### config.mk
export PLATFORM = sky130hd
export DESIGN_NAME = glyph_atlas_shelf_packer_top
export DESIGN_NICKNAME = d
export VERILOG_FILES = /design/src/design/gasp_pkg.sv /design/src/design/glyph_atlas_shelf_packer_top.sv /design/src/design/gasp_place.sv /design/src/design/gasp_out_reg.sv
export SDC_FILE = /design/constraint.sdc
export NUM_CORES = 1
export LEC_CHECK = 0
export ABC_AREA = 1
export BUFFER_PORTS_ARGS = -buffer_cell sky130_fd_sc_hd__buf_4
export CAP_MARGIN = 30
export CORE_MARGIN = 2
export CORE_UTILIZATION = 60
export CTS_BUF_LIST = sky130_fd_sc_hd__clkbuf_4
export DETAILED_ROUTE_END_ITERATION = 12
export PLACE_DENSITY = 0.82
export SLEW_MARGIN = 20
export SYNTH_ARGS = -nofsm -noshare
export SYNTH_HDL_FRONTEND = slang
export SYNTH_HIERARCHICAL = 1
export SYNTH_SLANG_ARGS = --single-unit
### constraint.sdc
create_clock -name clk -period 15.55 [get_ports clk]
set_input_delay 4.665 -clock clk [delete_from_list [all_inputs] [get_ports clk]]
set_output_delay 4.665 -clock clk [all_outputs]
set_load 0.02 [all_outputs]
### src/design/gasp_pkg.sv
// ---------------------------------------------------------------------------
// Glyph atlas shelf packer package
// Shared widths, register codes, state and result types, and pen saturation and atlas size helpers.
// ---------------------------------------------------------------------------
package gasp_pkg;

	localparam int ID_W        = 16;
	localparam int DIM_W       = 10;
	localparam int PAD_W       = 4;
	localparam int FONT_W      = 11;
	localparam int CFG_IDX_W   = 2;
	localparam int CFG_DATA_W  = 11;
	localparam int COORD_W     = 13;
	localparam int PEN_W       = 14;
	localparam int ATLAS_H_W   = 15;
	localparam int CALC_W      = 16;
	localparam int STEP_LOG2   = 8;

	localparam int DEFAULT_MAX_ATLAS_HEIGHT = 4096;

	localparam logic [CALC_W-1:0] PEN_MAX   = CALC_W'(16383);
	localparam logic [CALC_W-1:0] STEP_MASK = CALC_W'((1 << STEP_LOG2) - 1);

	localparam logic [PAD_W-1:0]  PADDING_RESET   = PAD_W'(1);
	localparam logic [FONT_W-1:0] FONT_SIZE_RESET = FONT_W'(16);

	typedef enum logic [CFG_IDX_W-1:0] {
		CFG_PADDING   = 2'd0,
		CFG_FONT_SIZE = 2'd1
	} cfg_reg_t;

	typedef struct packed {
		logic                 allocated;
		logic [COORD_W-1:0]   atlas_w;
		logic [ATLAS_H_W-1:0] atlas_h;
		logic [PEN_W-1:0]     pen_x;
		logic [PEN_W-1:0]     pen_y;
		logic [DIM_W-1:0]     row_height;
	} pack_state_t;

	typedef struct packed {
		logic [ID_W-1:0]    placed_id;
		logic               accepted;
		logic [COORD_W-1:0] region_left;
		logic [COORD_W-1:0] region_top;
		logic [DIM_W-1:0]   region_width;
		logic [DIM_W-1:0]   region_height;
		logic [COORD_W-1:0] atlas_width;
		logic [COORD_W-1:0] atlas_height;
	} result_t;

	function automatic logic [PEN_W-1:0] sat_pen(input logic [CALC_W-1:0] v);
		return (v > PEN_MAX) ? PEN_MAX[PEN_W-1:0] : v[PEN_W-1:0];
	endfunction

	function automatic logic [COORD_W-1:0] initial_width(input logic [FONT_W-1:0] fs);
		logic [COORD_W-1:0] w;
		if (fs <= FONT_W'(16))       w = COORD_W'(512);
		else if (fs <= FONT_W'(32))  w = COORD_W'(768);
		else if (fs <= FONT_W'(48))  w = COORD_W'(1024);
		else if (fs <= FONT_W'(64))  w = COORD_W'(1536);
		else if (fs <= FONT_W'(256)) w = COORD_W'(2048);
		else                         w = COORD_W'(4096);
		return w;
	endfunction

	function automatic logic [ATLAS_H_W-1:0] initial_height(input logic [FONT_W-1:0] fs);
		return (fs <= FONT_W'(256)) ? ATLAS_H_W'(256) : ATLAS_H_W'(512);
	endfunction

endpackage

### src/design/glyph_atlas_shelf_packer_top.sv
// ---------------------------------------------------------------------------
// Glyph atlas shelf packer
// Places glyph rectangles into a texture atlas row by row.
// ---------------------------------------------------------------------------
// The block takes one glyph word per clock when not stalled and returns
// one result per glyph in the next cycle; throughput is set by the
// combinational path from the pen state registers through the wrap, height
// growth and advance logic back into those registers. The result register
// lets a new glyph enter in the same cycle as the waiting result is taken.
// The first glyph after reset sizes the atlas from font_base_size; a glyph
// that would need an atlas taller than MAX_ATLAS_HEIGHT is refused with a
// zero region, but its pen moves are kept. No clearing pass follows reset.
module glyph_atlas_shelf_packer_top import gasp_pkg::*; #(
	parameter int MAX_ATLAS_HEIGHT = DEFAULT_MAX_ATLAS_HEIGHT
) (
	input  logic                  clk,
	input  logic                  arst_n,
	input  logic                  cfg_valid,
	output logic                  cfg_ready,
	input  logic [CFG_IDX_W-1:0]  cfg_index,
	input  logic [CFG_DATA_W-1:0] cfg_data,
	input  logic                  glyph_valid,
	output logic                  glyph_stall,
	input  logic [ID_W-1:0]       glyph_id,
	input  logic [DIM_W-1:0]      glyph_width,
	input  logic [DIM_W-1:0]      glyph_height,
	output logic                  result_valid,
	input  logic                  result_stall,
	output logic [ID_W-1:0]       placed_id,
	output logic                  accepted,
	output logic [COORD_W-1:0]    region_left,
	output logic [COORD_W-1:0]    region_top,
	output logic [DIM_W-1:0]      region_width,
	output logic [DIM_W-1:0]      region_height,
	output logic [COORD_W-1:0]    atlas_width,
	output logic [COORD_W-1:0]    atlas_height
);

	logic [PAD_W-1:0]  padding_q;
	logic [FONT_W-1:0] font_size_q;
	pack_state_t       state_q;
	pack_state_t       state_nxt;
	result_t           res;
	result_t           out_word;
	logic              busy;
	logic              take;

	assign cfg_ready   = 1'b1;
	assign glyph_stall = busy;
	assign take        = glyph_valid & ~busy;

	always_ff @(posedge clk or negedge arst_n) begin
		if (!arst_n) begin
			padding_q   <= PADDING_RESET;
			font_size_q <= FONT_SIZE_RESET;
		end else if (cfg_valid) begin
			case (cfg_index)
				CFG_PADDING:   padding_q   <= cfg_data[PAD_W-1:0];
				CFG_FONT_SIZE: font_size_q <= cfg_data[FONT_W-1:0];
				default: ;
			endcase
		end
	end

	always_ff @(posedge clk or negedge arst_n) begin
		if (!arst_n) begin
			state_q <= '0;
		end else if (take) begin
			state_q <= state_nxt;
		end
	end

	gasp_place #(
		.MAX_ATLAS_HEIGHT(MAX_ATLAS_HEIGHT)
	) u_place (
		.cur            (state_q),
		.padding        (padding_q),
		.font_base_size (font_size_q),
		.glyph_id       (glyph_id),
		.glyph_width    (glyph_width),
		.glyph_height   (glyph_height),
		.nxt            (state_nxt),
		.res            (res)
	);

	gasp_out_reg u_out (
		.clk       (clk),
		.arst_n    (arst_n),
		.load      (take),
		.load_word (res),
		.stall     (result_stall),
		.busy      (busy),
		.valid     (result_valid),
		.word      (out_word)
	);

	assign placed_id     = out_word.placed_id;
	assign accepted      = out_word.accepted;
	assign region_left   = out_word.region_left;
	assign region_top    = out_word.region_top;
	assign region_width  = out_word.region_width;
	assign region_height = out_word.region_height;
	assign atlas_width   = out_word.atlas_width;
	assign atlas_height  = out_word.atlas_height;

	// Every glyph taken shows up as a result word in the next cycle.
	a_take_gives_result: assert property (@(posedge clk) disable iff (!arst_n)
		take |=> result_valid)
		else $error("glyph taken but no result word followed");

	// Once any glyph has been taken the atlas stays allocated.
	a_alloc_sticks: assert property (@(posedge clk) disable iff (!arst_n)
		take |=> state_q.allocated)
		else $error("atlas not allocated after a glyph");

	// The atlas never grows past the height limit.
	a_height_limit: assert property (@(posedge clk) disable iff (!arst_n)
		CALC_W'(state_q.atlas_h) <= CALC_W'(MAX_ATLAS_HEIGHT))
		else $error("atlas height above limit");

	// A refused glyph carries an empty region.
	a_refused_empty: assert property (@(posedge clk) disable iff (!arst_n)
		(result_valid && !accepted) |->
			(region_left == '0 && region_top == '0 &&
			 region_width == '0 && region_height == '0))
		else $error("refused glyph reports a region");

endmodule

### src/design/gasp_place.sv
// ---------------------------------------------------------------------------
// Shelf placement step
// Works out one glyph's region and the next pen and atlas state.
// ---------------------------------------------------------------------------
module gasp_place import gasp_pkg::*; #(
	parameter int MAX_ATLAS_HEIGHT = DEFAULT_MAX_ATLAS_HEIGHT
) (
	input  pack_state_t       cur,
	input  logic [PAD_W-1:0]  padding,
	input  logic [FONT_W-1:0] font_base_size,
	input  logic [ID_W-1:0]   glyph_id,
	input  logic [DIM_W-1:0]  glyph_width,
	input  logic [DIM_W-1:0]  glyph_height,
	output pack_state_t       nxt,
	output result_t           res
);

	localparam logic [CALC_W-1:0] MAX_H = CALC_W'(MAX_ATLAS_HEIGHT);

	always_comb begin
		logic [CALC_W-1:0]    pad;
		logic [CALC_W-1:0]    gw;
		logic [CALC_W-1:0]    gh;
		logic [COORD_W-1:0]   aw;
		logic [ATLAS_H_W-1:0] ah;
		logic [PEN_W-1:0]     px;
		logic [PEN_W-1:0]     py;
		logic [DIM_W-1:0]     rh;
		logic [CALC_W-1:0]    need;
		logic [CALC_W-1:0]    grown;
		logic                 ok;

		pad = CALC_W'(padding);
		gw  = CALC_W'(glyph_width);
		gh  = CALC_W'(glyph_height);

		// The first glyph after reset sizes the atlas from the font size.
		aw = cur.allocated ? cur.atlas_w : initial_width(font_base_size);
		ah = cur.allocated ? cur.atlas_h : initial_height(font_base_size);

		px = sat_pen(CALC_W'(cur.pen_x) + pad);
		py = cur.pen_y;
		rh = cur.row_height;

		// Wrap to a new shelf when the glyph and its gap pass the right edge.
		if (CALC_W'(aw) < CALC_W'(px) + gw + pad) begin
			px = PEN_W'(padding);
			py = sat_pen(CALC_W'(cur.pen_y) + CALC_W'(cur.row_height) + (pad << 1));
			rh = '0;
		end

		need  = CALC_W'(py) + gh + pad;
		grown = (need + STEP_MASK) & ~STEP_MASK;
		ok    = 1'b1;
		if (CALC_W'(ah) < need) begin
			if (MAX_H < grown) ok = 1'b0;
			else ah = grown[ATLAS_H_W-1:0];
		end

		res.placed_id    = glyph_id;
		res.accepted     = ok;
		res.atlas_width  = aw;
		res.atlas_height = ah[COORD_W-1:0];
		if (ok) begin
			res.region_left   = px[COORD_W-1:0];
			res.region_top    = py[COORD_W-1:0];
			res.region_width  = glyph_width;
			res.region_height = glyph_height;
			if (glyph_height > rh) rh = glyph_height;
			px = sat_pen(CALC_W'(px) + gw + pad);
		end else begin
			res.region_left   = '0;
			res.region_top    = '0;
			res.region_width  = '0;
			res.region_height = '0;
		end

		nxt.allocated  = 1'b1;
		nxt.atlas_w    = aw;
		nxt.atlas_h    = ah;
		nxt.pen_x      = px;
		nxt.pen_y      = py;
		nxt.row_height = rh;
	end

endmodule

### src/design/gasp_out_reg.sv
// ---------------------------------------------------------------------------
// Result register
// Holds one result word until the downstream side takes it.
// ---------------------------------------------------------------------------
module gasp_out_reg import gasp_pkg::*; (
	input  logic    clk,
	input  logic    arst_n,
	input  logic    load,
	input  result_t load_word,
	input  logic    stall,
	output logic    busy,
	output logic    valid,
	output result_t word
);

	logic    valid_q;
	result_t word_q;

	// A new word may enter when the register is empty or is being drained.
	assign busy  = valid_q & stall;
	assign valid = valid_q;
	assign word  = word_q;

	always_ff @(posedge clk or negedge arst_n) begin
		if (!arst_n) begin
			valid_q <= 1'b0;
		end else if (load) begin
			valid_q <= 1'b1;
		end else if (!stall) begin
			valid_q <= 1'b0;
		end
	end

	always_ff @(posedge clk) begin
		if (load) begin
			word_q <= load_word;
		end
	end

endmodule

# [Yosys cells after proc, flatten, opt, wreduce, memory -nomap -nowiden]
# Index checks and enable logic that the tools add are counted.
[word_totals] reg_bits=172 inputBits=54 output_inout_bits=92 wordCells=70
[op_classes] add_sub_neg=10 order_cmp=12 n_eq_ne=2 mux=23 n_bitwise=3 reduce_logical=3
[op_table] cell="$mux W14" n=6
[op_table] cell="$mux W13" n=6
[op_table] cell="$add A14 B10 Y15" n=4
[op_table] cell="$add A16 B4 Y16" n=3
[op_table] cell="$gt A16 B14 Y1 const B" n=3
[op_table] cell="$mux W15" n=3
[op_table] cell="$mux W10" n=4
[op_table] cell="$le A11 B6 Y1 const B" n=2
[op_table] cell="$add A16 B5 Y16" n=1
[op_table] cell="$add A16 B8 Y16 const B" n=1
[op_table] cell="$lt A13 B16 Y1" n=1
[op_table] cell="$lt A13 B16 Y1 const A" n=1
[op_table] cell="$lt A15 B16 Y1" n=1
[op_table] cell="$add A14 B4 Y15" n=1
[op_table] cell="$le A11 B5 Y1 const B" n=1
[op_table] cell="$le A11 B7 Y1 const B" n=1
[op_table] cell="$le A11 B9 Y1 const B" n=1
[op_table] cell="$gt A10 B10 Y1" n=1
[op_table] cell="$mux W1" n=4
[op_table] cell="$reduce_and A2 Y1" n=2
[op_table] cell="$and A1 B1 Y1" n=2
[op_table] cell="$eq A2 B1 Y1 const B" n=1
[op_table] cell="$logic_not A2 Y1" n=1
[op_table] cell="$ne A2 B1 Y1 const B" n=1
[op_table] cell="$not A1 Y1" n=1

# [Longest topological paths before layout]
# Gate-level depths: netlist of run 1.
[depth] word_depth=16 ltp_mapped=60 mapped_depth_nobuf=58

# [By module]
# Netlist of run 1, hierarchy kept.
[modules_own_cells] mod="gasp_place" n_inst=1 cells_per_inst=1046 area_per_inst_um2=6282.3 seq_area_each_um2=0.0
[modules_own_cells] mod="glyph_atlas_shelf_packer_top" n_inst=1 cells_per_inst=356 area_per_inst_um2=3173.0 seq_area_each_um2=2054.5
[modules_own_cells] mod="gasp_out_reg" n_inst=1 cells_per_inst=94 area_per_inst_um2=2712.6 seq_area_each_um2=2697.6

# [Least setup slack after synthesis of run 1]
# No wires, ideal clock.
[synth_timing] kind="input-to-reg" start="in glyph_width[1]" end="reg u_out.word_q (netlist bit u_out/word[10]), data pin" setup_time_ps=125 t_arrival_ps=11876 required_ps=15425 setup_slack_ps=3549 cell_stages=44 path_buffers=5 path_cell_list="fa_1 ha_1 fa_1 a21oi_1 nor2_1 nor2_1 xor2_1 ha_1 a21oi_1 nor3_1 a211oi_1 nand2_1 nand2_1 nand2_1 nand2_2 buf_4 clkinv_1 buf_2 [... 8 more ...] nand2_1 nand2_1 nand2_1 nand2_1 a21oi_1 inv_1 nand3_1 nand2_1 ha_1 a21oi_1 o21a_1 a21oi_1 a211oi_2 clkbuf_1 clkbuf_1 nand4_1 nand2_1 buf_4"
[synth_rtl] item="start: declaration" line="glyph_atlas_shelf_packer_top.sv:25" text="input logic [DIM_W-1:0] glyph_width,"
[synth_rtl] item="end signal: assignment" line="gasp_out_reg.sv:36" text="word_q <= load_word;"
[synth_rtl] item="end: declaration" line="gasp_out_reg.sv:17" text="result_t word_q;"

==> results.md, run 1 <==
* Max incr delay on CP at 0.65 ns
* Placed wire-length estimate at 21.09 mm
* Syn Std Cell Area at 12170 um^2
* Wire length per cell at 15.34 um
* Setup bufs post-CTS at 0
* CTS resizes at 0
* Chip width at 146.4 um
* Max_slew headroom at 0.3863
* Max cap viols at 0
* Core area at 20040 um^2
* CP bufs+invs at 6
* Seq/Total Area, Yosys at 0.3905
* Max clock buf depth at 2
* Initial antenna violation count at 1
* Final setup viols at 0
* Global-route wire length before repair at 47.06 mm
* Largest cells by area after synthesis: edfxtp_1 (22%), dfrtp_1 (17%), nand2_1 (16%)
* Drt first pass iters at 5
* Family with the most delay on the worst path: adder cells
* Outcome: finished, final reports clean
* Post-synth EDFFs at 89
* Slew of the pin with the lowest slew margin at 0.9206 ns
* Final hold violation count at 0
* #FFs+latches synth at 172
* Cell taking the most area after synthesis: edfxtp_1
* Startpoint class of the critical path: input pin
* Total gr overflow at 0
* # hold bufs at CTS at 0
* CTS tree: done
* Die area at 21430 um^2
* CP Max Fanout at 52
* Final Skew at 0.03028 ns
* Vias in the first global route at 9801
* TNS Setup at 0 ns
* Clk Latency, worst-skew pair at 0.61 ns
* Gpl congestion at 0.9089
* HP Class: reg -> reg
* Required @ worst endpoint at 16.06 ns
* Fin crit share at 0.8387
* Synth Instances at 1496
* Die height at 146.4 um
* Post-Syn Area per Cell at 8.134 um^2
* Number of buffers created by CTS at 17
* Slew Viols, Final at 0
* Antenna Nets Post-Route at 0
* Row count at 52
* Overall global routing resource usage at 0.2726
* Clk sink count at 172
* CP arrival at 13.55 ns
* Crit-path slowest cell: clkinv_1
* Hold slack at 0.4925 ns
* Top_reg_cell synth: edfxtp_1
* Port buffer count at 144
* Largest net degree at the start of global routing at 72
* DRC at 0
* CP endpoint kind: flip-flop
* Drt via density at 5.526
* Iter 0 DRT Violations at 866
* H-tree depth at 4
* Nets@finish at 1753
* Critical Path Most Common Cell: nand2_1
* Ys async rst share at 0.4826
* Routed WL at 28.50 mm
* WS Path Type: in -> reg
* Area delta synth->final at 9.861%
* Starting density of the core at 0.6072
* Post-synth top area share at 0.2196
* Proportion of layout cells with a drive suffix above 1 at 0.1374
* Vias at 10268
* Fmax at 76.68 MHz
* Tmin final at 13.04 ns
* Syn nets at 1675
* Yosys warns at 6
* Clock-pin slew on the worst setup and hold paths at 0.15 ns
* Ports at 146
* Synth cell types at 54
* RSZ-0062 raised after global routing: no
* CTS Root Cell: clkbuf_4
## worst register-to-register path: cells and delay by family (launching register included)
family | cells | cell delay [ns]
xor+xnor | 1 | 0.16
flops | 1 | 0.71
simple gates | 26 | 3.49
compound gates | 9 | 1.72
fa+ha+maj | 9 | 3.11
buf+inv | 7 | 1.50
## flip-flops by register name (all words and copies together), names as in the netlist
| signal | count |
|---|---|
| font_size_q | 11 |
| padding_q | 4 |
| state_q | 67 |
| u_out/valid | 1 |
| u_out/word | 89 |
## final cells by class
class | count | area [um^2]
Fill cell | 1640 | 6671
Multi-Input combinational cell | 1069 | 6227
Sequential cell | 172 | 4752
Timing Repair Buffer | 150 | 1162
Inverter | 164 | 620.6
Tap cell | 270 | 337.8
Clock inverter | 15 | 137.6
Clock buffer | 17 | 127.6
Antenna cell | 1 | 2.502
## final timing paths
path	start	endpoint	slack, ns	cells past startpoint
min in group asynchronous	arst_n	state_q[29]$_DFFE_PN0P_	3.93	1
max in group asynchronous	arst_n	font_size_q[6]$_DFFE_PN0P_	10.48	2
worst min-delay path	font_size_q[2]$_DFFE_PN0P_	font_size_q[2]$_DFFE_PN0P_	0.49	2
worst max register to register	padding_q[3]$_DFFE_PN0P_	state_q[9]$_DFFE_PN0P_	4.76	52
worst min register to register	font_size_q[2]$_DFFE_PN0P_	font_size_q[2]$_DFFE_PN0P_	0.49	2
worst max-delay path	glyph_width[1]	state_q[9]$_DFFE_PN0P_	2.51	45
## metrics by stage
stage / utilization / setup WS (ns) / cell area, um^2 / instances
floorplan: - / 3.549 / 12170 / 1496
global placement: 0.6518 / 2.025 / 13060 / 1823
detailed placement: 0.6532 / 1.678 / 13090 / 1824
CTS: 0.6664 / 2.339 / 13350 / 1856
global route: 0.6671 / 1.719 / 13370 / 1858
finish: 0.6671 / 2.508 / 13370 / 1858
## synthesized netlist by cell type (20+ instances only)
library cell,number
nand2_1,518
inv_1,160
ha_1,104
edfxtp_1,89
nand3_1,83
dfrtp_1,81
a21oi_1,71
nor2_1,61
buf_4,51
o21ai_0,32
a21boi_1,30
nand4_1,22
fa_1,21
xor2_1,21
buf_2,20
## placed cells by master, fill, tap and decap left out, drive strengths merged, types with 2 or more instances in the layout
cell and n:
o21bai 4, xor2 21, buf 150, a22oi 2, edfxtp 89, nand2 527, nand3b 2, mux2 6
a21o 5, o2111ai 2, ha 104, o21a 2, nand3 90, dfstp 2, a211oi 2, nor3 11
nand4 23, conb 2, xnor2 14, nor2 66, clkbuf 17, clkinv 9, a21boi 31, and2 3
inv 169, dfrtp 81, or2 3, a32o 2, o21ai 35, fa 21, a31oi 11, nor4 3
a21oi 71
## cells by family after synthesis
family / Yosys count / synth area share
other: 2 / 0.0006172
XOR/XNOR: 35 / 0.02519
adder cells (fa/ha/maj): 125 / 0.1415
multiplexers: 6 / 0.005552
flip-flops: 172 / 0.3905
buffers and inverters: 255 / 0.09830
AO/OA/AOI/OAI: 172 / 0.08442
AND/OR/NAND/NOR: 729 / 0.2539
## layer usage
metal	share of wire	track usage
met5	0	0
met2	0.47	0.4394
met4	0.019	0.09806
met3	0.069	0.04969
met1	0.44	0.3728
Power of run 1 is left out: the tool's default activity adds up to more than one toggle a clock period on the data nets, which glitch-free logic cannot reach.
==> run 2: changes to the inputs <==
==> constraint.sdc (replaced) <==
create_clock -name clk -period 12.55 [get_ports clk]
set_input_delay 3.765 -clock clk [delete_from_list [all_inputs] [get_ports clk]]
set_output_delay 3.765 -clock clk [all_outputs]
set_load 0.02 [all_outputs]
==> results.md, run 2 (synthesized netlist as in run 1, its figures left out) <==
* Outcome: finished, final reports clean
* Worst R2R Start: padding_q[3]$_DFFE_PN0P_
* Worst R2R End: state_q[33]$_DFFE_PN0P_
* CP bufs+invs at 5 (-1)
* Wire length per cell at 15.57 um (+1.5%)
* Critical Path Most Common Cell: nand2_1
* Antenna Nets Post-Route at 0 (unchanged)
* Uppermost routed layer: met4
* Routed WL at 28.97 mm (+1.6%)
* Commonest non-fill, non-tap cells in the layout: nand2_1 (518), inv_1 (160), buf_4 (153)
* Slew Viols, Final at 0 (unchanged)
* Proportion of layout cells with a drive suffix above 1 at 0.1390 (+0.001628)
* # hold bufs at CTS at 0 (unchanged)
* Max incr delay on CP at 0.47 ns (-0.18 ns)
* CP Max Fanout at 42 (-19%)
* Total gr overflow at 0 (unchanged)
* Area delta synth->final at 9.913% (about the same)
* Core area at 20040 um^2 (unchanged)
* Met3 Routed Length at 2.108 mm (+7.2%)
* Ports at 146 (unchanged)
* CTS resizes at 0 (unchanged)
* Fin crit share at 0.8859
* Max_slew headroom at 0.4160 (+0.02976)
* Clock-pin slew on the worst setup and hold paths at 0.14 ns (about the same)
* Slew of the pin with the lowest slew margin at 0.8760 ns (-0.04463 ns)
* Overall global routing resource usage at 0.2770 (+0.004386)
* Final setup viols at 0 (unchanged)
* Commonest non-fill, non-tap cell in the layout: nand2_1
* Max clock buf depth at 2 (unchanged)
* Die area at 21430 um^2 (unchanged)
* HP Class: reg -> reg
* Max reg flops at 89 (unchanged)
* Fmax at 89.94 MHz
* Worst R2R Path Depth at 51 (-1.9%)
* Tmin final at 11.12 ns
* Clk sink count at 172 (unchanged)
* Crit-path slowest cell: fa_1
* Starting density of the core at 0.6072 (unchanged)
* Largest net degree at the start of global routing at 95 (+32%)
* Final Skew at 0.03031 ns (+0.00003490 ns)
* Iter 0 DRT Violations at 904 (+4.4%)
* Vias at 10329 (+0.59%)
* Clk Latency, worst-skew pair at 0.60 ns (about the same)
* Initial antenna violation count at 1 (unchanged)
* Drt via density at 5.550 (+0.43%)
* Vias in the first global route at 9899 (+1.0%)
* Hold path cells at 2 (unchanged)
* Row count at 52 (unchanged)
* Number of buffers created by CTS at 17 (unchanged)
* WHS Endpoint: font_size_q[3]$_DFFE_PN0P_
* CP arrival at 11.60 ns (-1.95 ns)
* DRC at 0 (unchanged)
* Port buffer count at 144 (unchanged)
* Nets@finish at 1756 (+0.17%)
* Die height at 146.4 um (unchanged)
* Placed wire-length estimate at 21.26 mm (+0.80%)
* WS Path Type: in -> reg
* H-tree depth at 4 (unchanged)
* CP endpoint kind: flip-flop
* Setup bufs post-CTS at 0 (unchanged)
* Chip width at 146.4 um (unchanged)
* Drt first pass iters at 6 (+1)
* Gpl congestion at 0.9111 (+0.24%)
* DR WL met2 at 13.64 mm (+1.4%)
* RSZ-0062 raised after global routing: no
* TNS Setup at 0 ns (unchanged)
* Startpoint class of the critical path: input pin
* HP Start: font_size_q[3]$_DFFE_PN0P_
* CTS Root Cell: clkbuf_4
* Required @ worst endpoint at 13.03 ns (-3.03 ns)
* Max cap viols at 0 (unchanged)
* Family with the most delay on the worst path: adder cells
* R2r setup slk at 2.77 ns (-1.99 ns)
* Wl on met1 at 12.60 mm (+0.47%)
* CTS tree: done
* # fillers at 1651 (+0.67%)
* Final hold violation count at 0 (unchanged)
* Global-route wire length before repair at 47.84 mm (+1.6%)
==> run 2: worst max-delay path by stage <==
| stage | cells past startpoint | slack, ns | to | from |
|---|---|---|---|---|
| 2_1_floorplan | 44 | 1.45 | u_out/word[10]$_DFFE_PP_ | glyph_width[1] |
| 3_3_place_gp | 44 | 1.24 | state_q[26]$_DFFE_PN0P_ | glyph_width[1] |
| 3_5_place_dp | 44 | 0.93 | state_q[33]$_DFFE_PN0P_ | glyph_width[1] |
| 4_1_cts | 44 | 1.54 | state_q[33]$_DFFE_PN0P_ | glyph_width[1] |
| 5_1_grt | 44 | 0.78 | state_q[6]$_DFFE_PN0P_ | glyph_width[1] |
| 6_report | 44 | 1.43 | state_q[33]$_DFFE_PN0P_ | glyph_width[1] |
==> run 2: layout make-up <==
cell class | instances | area, um^2 | area share
clock buffer | 19 | 142.6 | 0.01067
multi-input combinational | 1069 | 6227 | 0.4656
inverter | 164 | 620.6 | 0.04640
sequential | 172 | 4752 | 0.3553
timing repair buffer | 153 | 1149 | 0.08588
antenna | 1 | 2.502 | 0.0001871
tap | 270 | 337.8 | 0.02526
clock inverter | 13 | 142.6 | 0.01067
==> run 2: worst min-delay path: stages, from the launching register on <==
cell     delay (ns)
dfrtp_1        0.37
nand2_1        0.06
nand2_1        0.05
==> run 2: per-stage QoR <==
step                hold WS, ns  cell area (um^2)  setup slack, ns  utilization  std cells
detailed placement       0.4640             13090           0.9295       0.6530       1828
finish                   0.4940             13370            1.432       0.6674       1861
floorplan                0.4426             12170            1.449            -       1496
global route             0.5237             13370           0.7829       0.6674       1861
global placement         0.4575             13090            1.239       0.6530       1828
CTS                      0.4974             13370            1.542       0.6673       1860
==> run 2: layer usage <==
metal | GRT usage | vias to the layer above
met3 | 0.04438 | 60
met5 | 0 | -
met2 | 0.4517 | 430
li1 | - | 4998
met4 | 0.1034 | 0
met1 | 0.3763 | 4841
Power of run 2 is left out for the same reason.
==> run 3: changes to the inputs <==
--- a/config.mk
+++ b/config.mk
@@ -12,7 +12,7 @@
 export CORE_UTILIZATION = 60
 export CTS_BUF_LIST = sky130_fd_sc_hd__clkbuf_4
 export DETAILED_ROUTE_END_ITERATION = 12
-export PLACE_DENSITY = 0.82
+export PLACE_DENSITY = 0.9
 export SLEW_MARGIN = 20
 export SYNTH_ARGS = -nofsm -noshare
 export SYNTH_HDL_FRONTEND = slang
==> results.md, run 3 (synthesized netlist as in run 1, its figures left out) <==
* Max_slew headroom at 0.3759 (-0.04014)
* Vias in the first global route at 10195 (+3.0%)
* Final Skew at 0.02856 ns (-0.001752 ns)
* Tmin final at 11.04 ns (-0.07496 ns)
* # fillers at 1581 (-4.2%)
* Max clock buf depth at 2 (unchanged)
* Total gr overflow at 0 (unchanged)
* Ports at 146 (unchanged)
* Placed wire-length estimate at 22.04 mm (+3.7%)
* Gpl congestion at 0.9416 (+3.3%)
* TNS Setup at 0 ns (unchanged)
* Fin crit share at 0.8800 (-0.005973)
* Vias at 10687 (+3.5%)
* Final setup viols at 0 (unchanged)
* # placed instances at 1829 (+0.055%)
* Startpoint class of the critical path: input pin
* Clk Latency, worst-skew pair at 0.61 ns (about the same)
* Commonest non-fill, non-tap cells in the layout: nand2_1 (518), inv_1 (160), buf_4 (152)
* Finished Layout Cells at 1862 (+0.054%)
* # hold bufs at CTS at 0 (unchanged)
* Antenna Nets Post-Route at 0 (unchanged)
* RSZ-0062 raised after global routing: no
* CP Max Fanout at 42 (unchanged)
* CTS resizes at 0 (unchanged)
* Area delta synth->final at 10.12%
* Drt via density at 5.740 (+3.4%)
* Wire length per cell at 16.32 um (+4.8%)
* HP Class: reg -> reg
* Drt first pass iters at 6 (unchanged)
* Max incr delay on CP at 0.49 ns (+0.02 ns)
* Proportion of layout cells with a drive suffix above 1 at 0.1383 (-0.0007159)
* Number of buffers created by CTS at 17 (unchanged)
* Final hold violation count at 0 (unchanged)
* Required @ worst endpoint at 13.06 ns (+0.03 ns)
* Die area at 21430 um^2 (unchanged)
* Global-route wire length before repair at 48.23 mm (+0.82%)
* Max reg flops at 89 (unchanged)
* WS Path Type: in -> reg
* Nets@finish at 1757 (+0.057%)
* Chip width at 146.4 um (unchanged)
* Slew of the pin with the lowest slew margin at 0.9362 ns (+0.06020 ns)
* Fmax at 90.55 MHz (+0.68%)
* Setup bufs post-CTS at 0 (unchanged)
* Routed WL at 30.39 mm (+4.9%)
* CP arrival at 11.55 ns (-0.05 ns)
* Slew Viols, Final at 0 (unchanged)
* CTS tree: done
* Initial antenna violation count at 1 (unchanged)
* Iter 0 DRT Violations at 1041 (+15%)
* Crit-path slowest cell: fa_1
* Starting density of the core at 0.6072 (unchanged)
* Clk sink count at 172 (unchanged)
* CTS Root Cell: clkbuf_4
* DRC at 0 (unchanged)
* Row count at 52 (unchanged)
* Overall global routing resource usage at 0.2800 (+0.003027)
* Max cap viols at 0 (unchanged)
* Die height at 146.4 um (unchanged)
* Core area at 20040 um^2 (unchanged)
* Commonest non-fill, non-tap cell in the layout: nand2_1
* Largest net degree at the start of global routing at 69 (-27%)
* Critical Path Most Common Cell: nand2_1
* Outcome: finished, final reports clean
* Port buffer count at 144 (unchanged)
* CP endpoint kind: flip-flop
* Clock-pin slew on the worst setup and hold paths at 0.14 ns (about the same)
* H-tree depth at 4 (unchanged)
[run 3: cell types whose count changed in the layout (fill, tap and decap cells not counted)]
cell | previous run | this run
inv_6 | 3 | 4
buf_12 | 0 | 2
clkbuf_4 | 19 | 18
clkinv_4 | 2 | 1
buf_4 | 153 | 152
clkinv_1 | 2 | 4
clkinvlp_4 | 3 | 2
[run 3: worst paths after layout]
check / from / to / slack (ns) / depth (start not counted)
max: glyph_width[1] / state_q[32]$_DFFE_PN0P_ / 1.51 / 44
min: font_size_q[10]$_DFFE_PN0P_ / font_size_q[10]$_DFFE_PN0P_ / 0.49 / 2
max reg2reg: padding_q[3]$_DFFE_PN0P_ / state_q[32]$_DFFE_PN0P_ / 2.82 / 51
min reg2reg: font_size_q[10]$_DFFE_PN0P_ / font_size_q[10]$_DFFE_PN0P_ / 0.49 / 2
max in group asynchronous: arst_n / state_q[47]$_DFFE_PN0P_ / 8.38 / 2
min in group asynchronous: arst_n / state_q[29]$_DFFE_PN0P_ / 3.09 / 1
[run 3: cell type report]
class / instances / area, um^2 / area share
Clock inverter: 14 / 142.6 / 0.01065
Sequential cell: 172 / 4752 / 0.3547
Timing Repair Buffer: 154 / 1181 / 0.08815
Antenna cell: 1 / 2.502 / 0.0001868
Tap cell: 270 / 337.8 / 0.02521
Multi-Input combinational cell: 1069 / 6227 / 0.4647
Clock buffer: 18 / 135.1 / 0.01009
Inverter: 164 / 620.6 / 0.04632
[run 3: routing by layer]
metal | GRT usage | routed length [um]
met1 | 0.3586 | 12330
met2 | 0.4797 | 15000
met3 | 0.04656 | 2317
met4 | 0.1063 | 735
met5 | 0 | 0
[run 3: worst max-delay path: cells and delay by family]
kind / cells / cell delay [ns]
adders and majority gates: 8 / 2.80
and+or+nand+nor: 21 / 2.26
AOI/OAI and AO/OA: 9 / 1.65
buffers and inverters: 5 / 0.88
xor gates and xnor gates: 1 / 0.16
[run 3: stage by stage]
step / hold WS, ns / utilization / area (um^2) / setup WS (ns)
6_report: 0.4896 / 0.6686 / 13400 / 1.507
5_1_grt: 0.5216 / 0.6686 / 13400 / 1.005
4_1_cts: 0.4934 / 0.6685 / 13400 / 1.751
3_5_place_dp: 0.4597 / 0.6547 / 13120 / 1.151
3_3_place_gp: 0.4568 / 0.6537 / 13100 / 1.360
2_1_floorplan: 0.4426 / - / 12170 / 1.449
Power of run 3 is left out for the same reason.
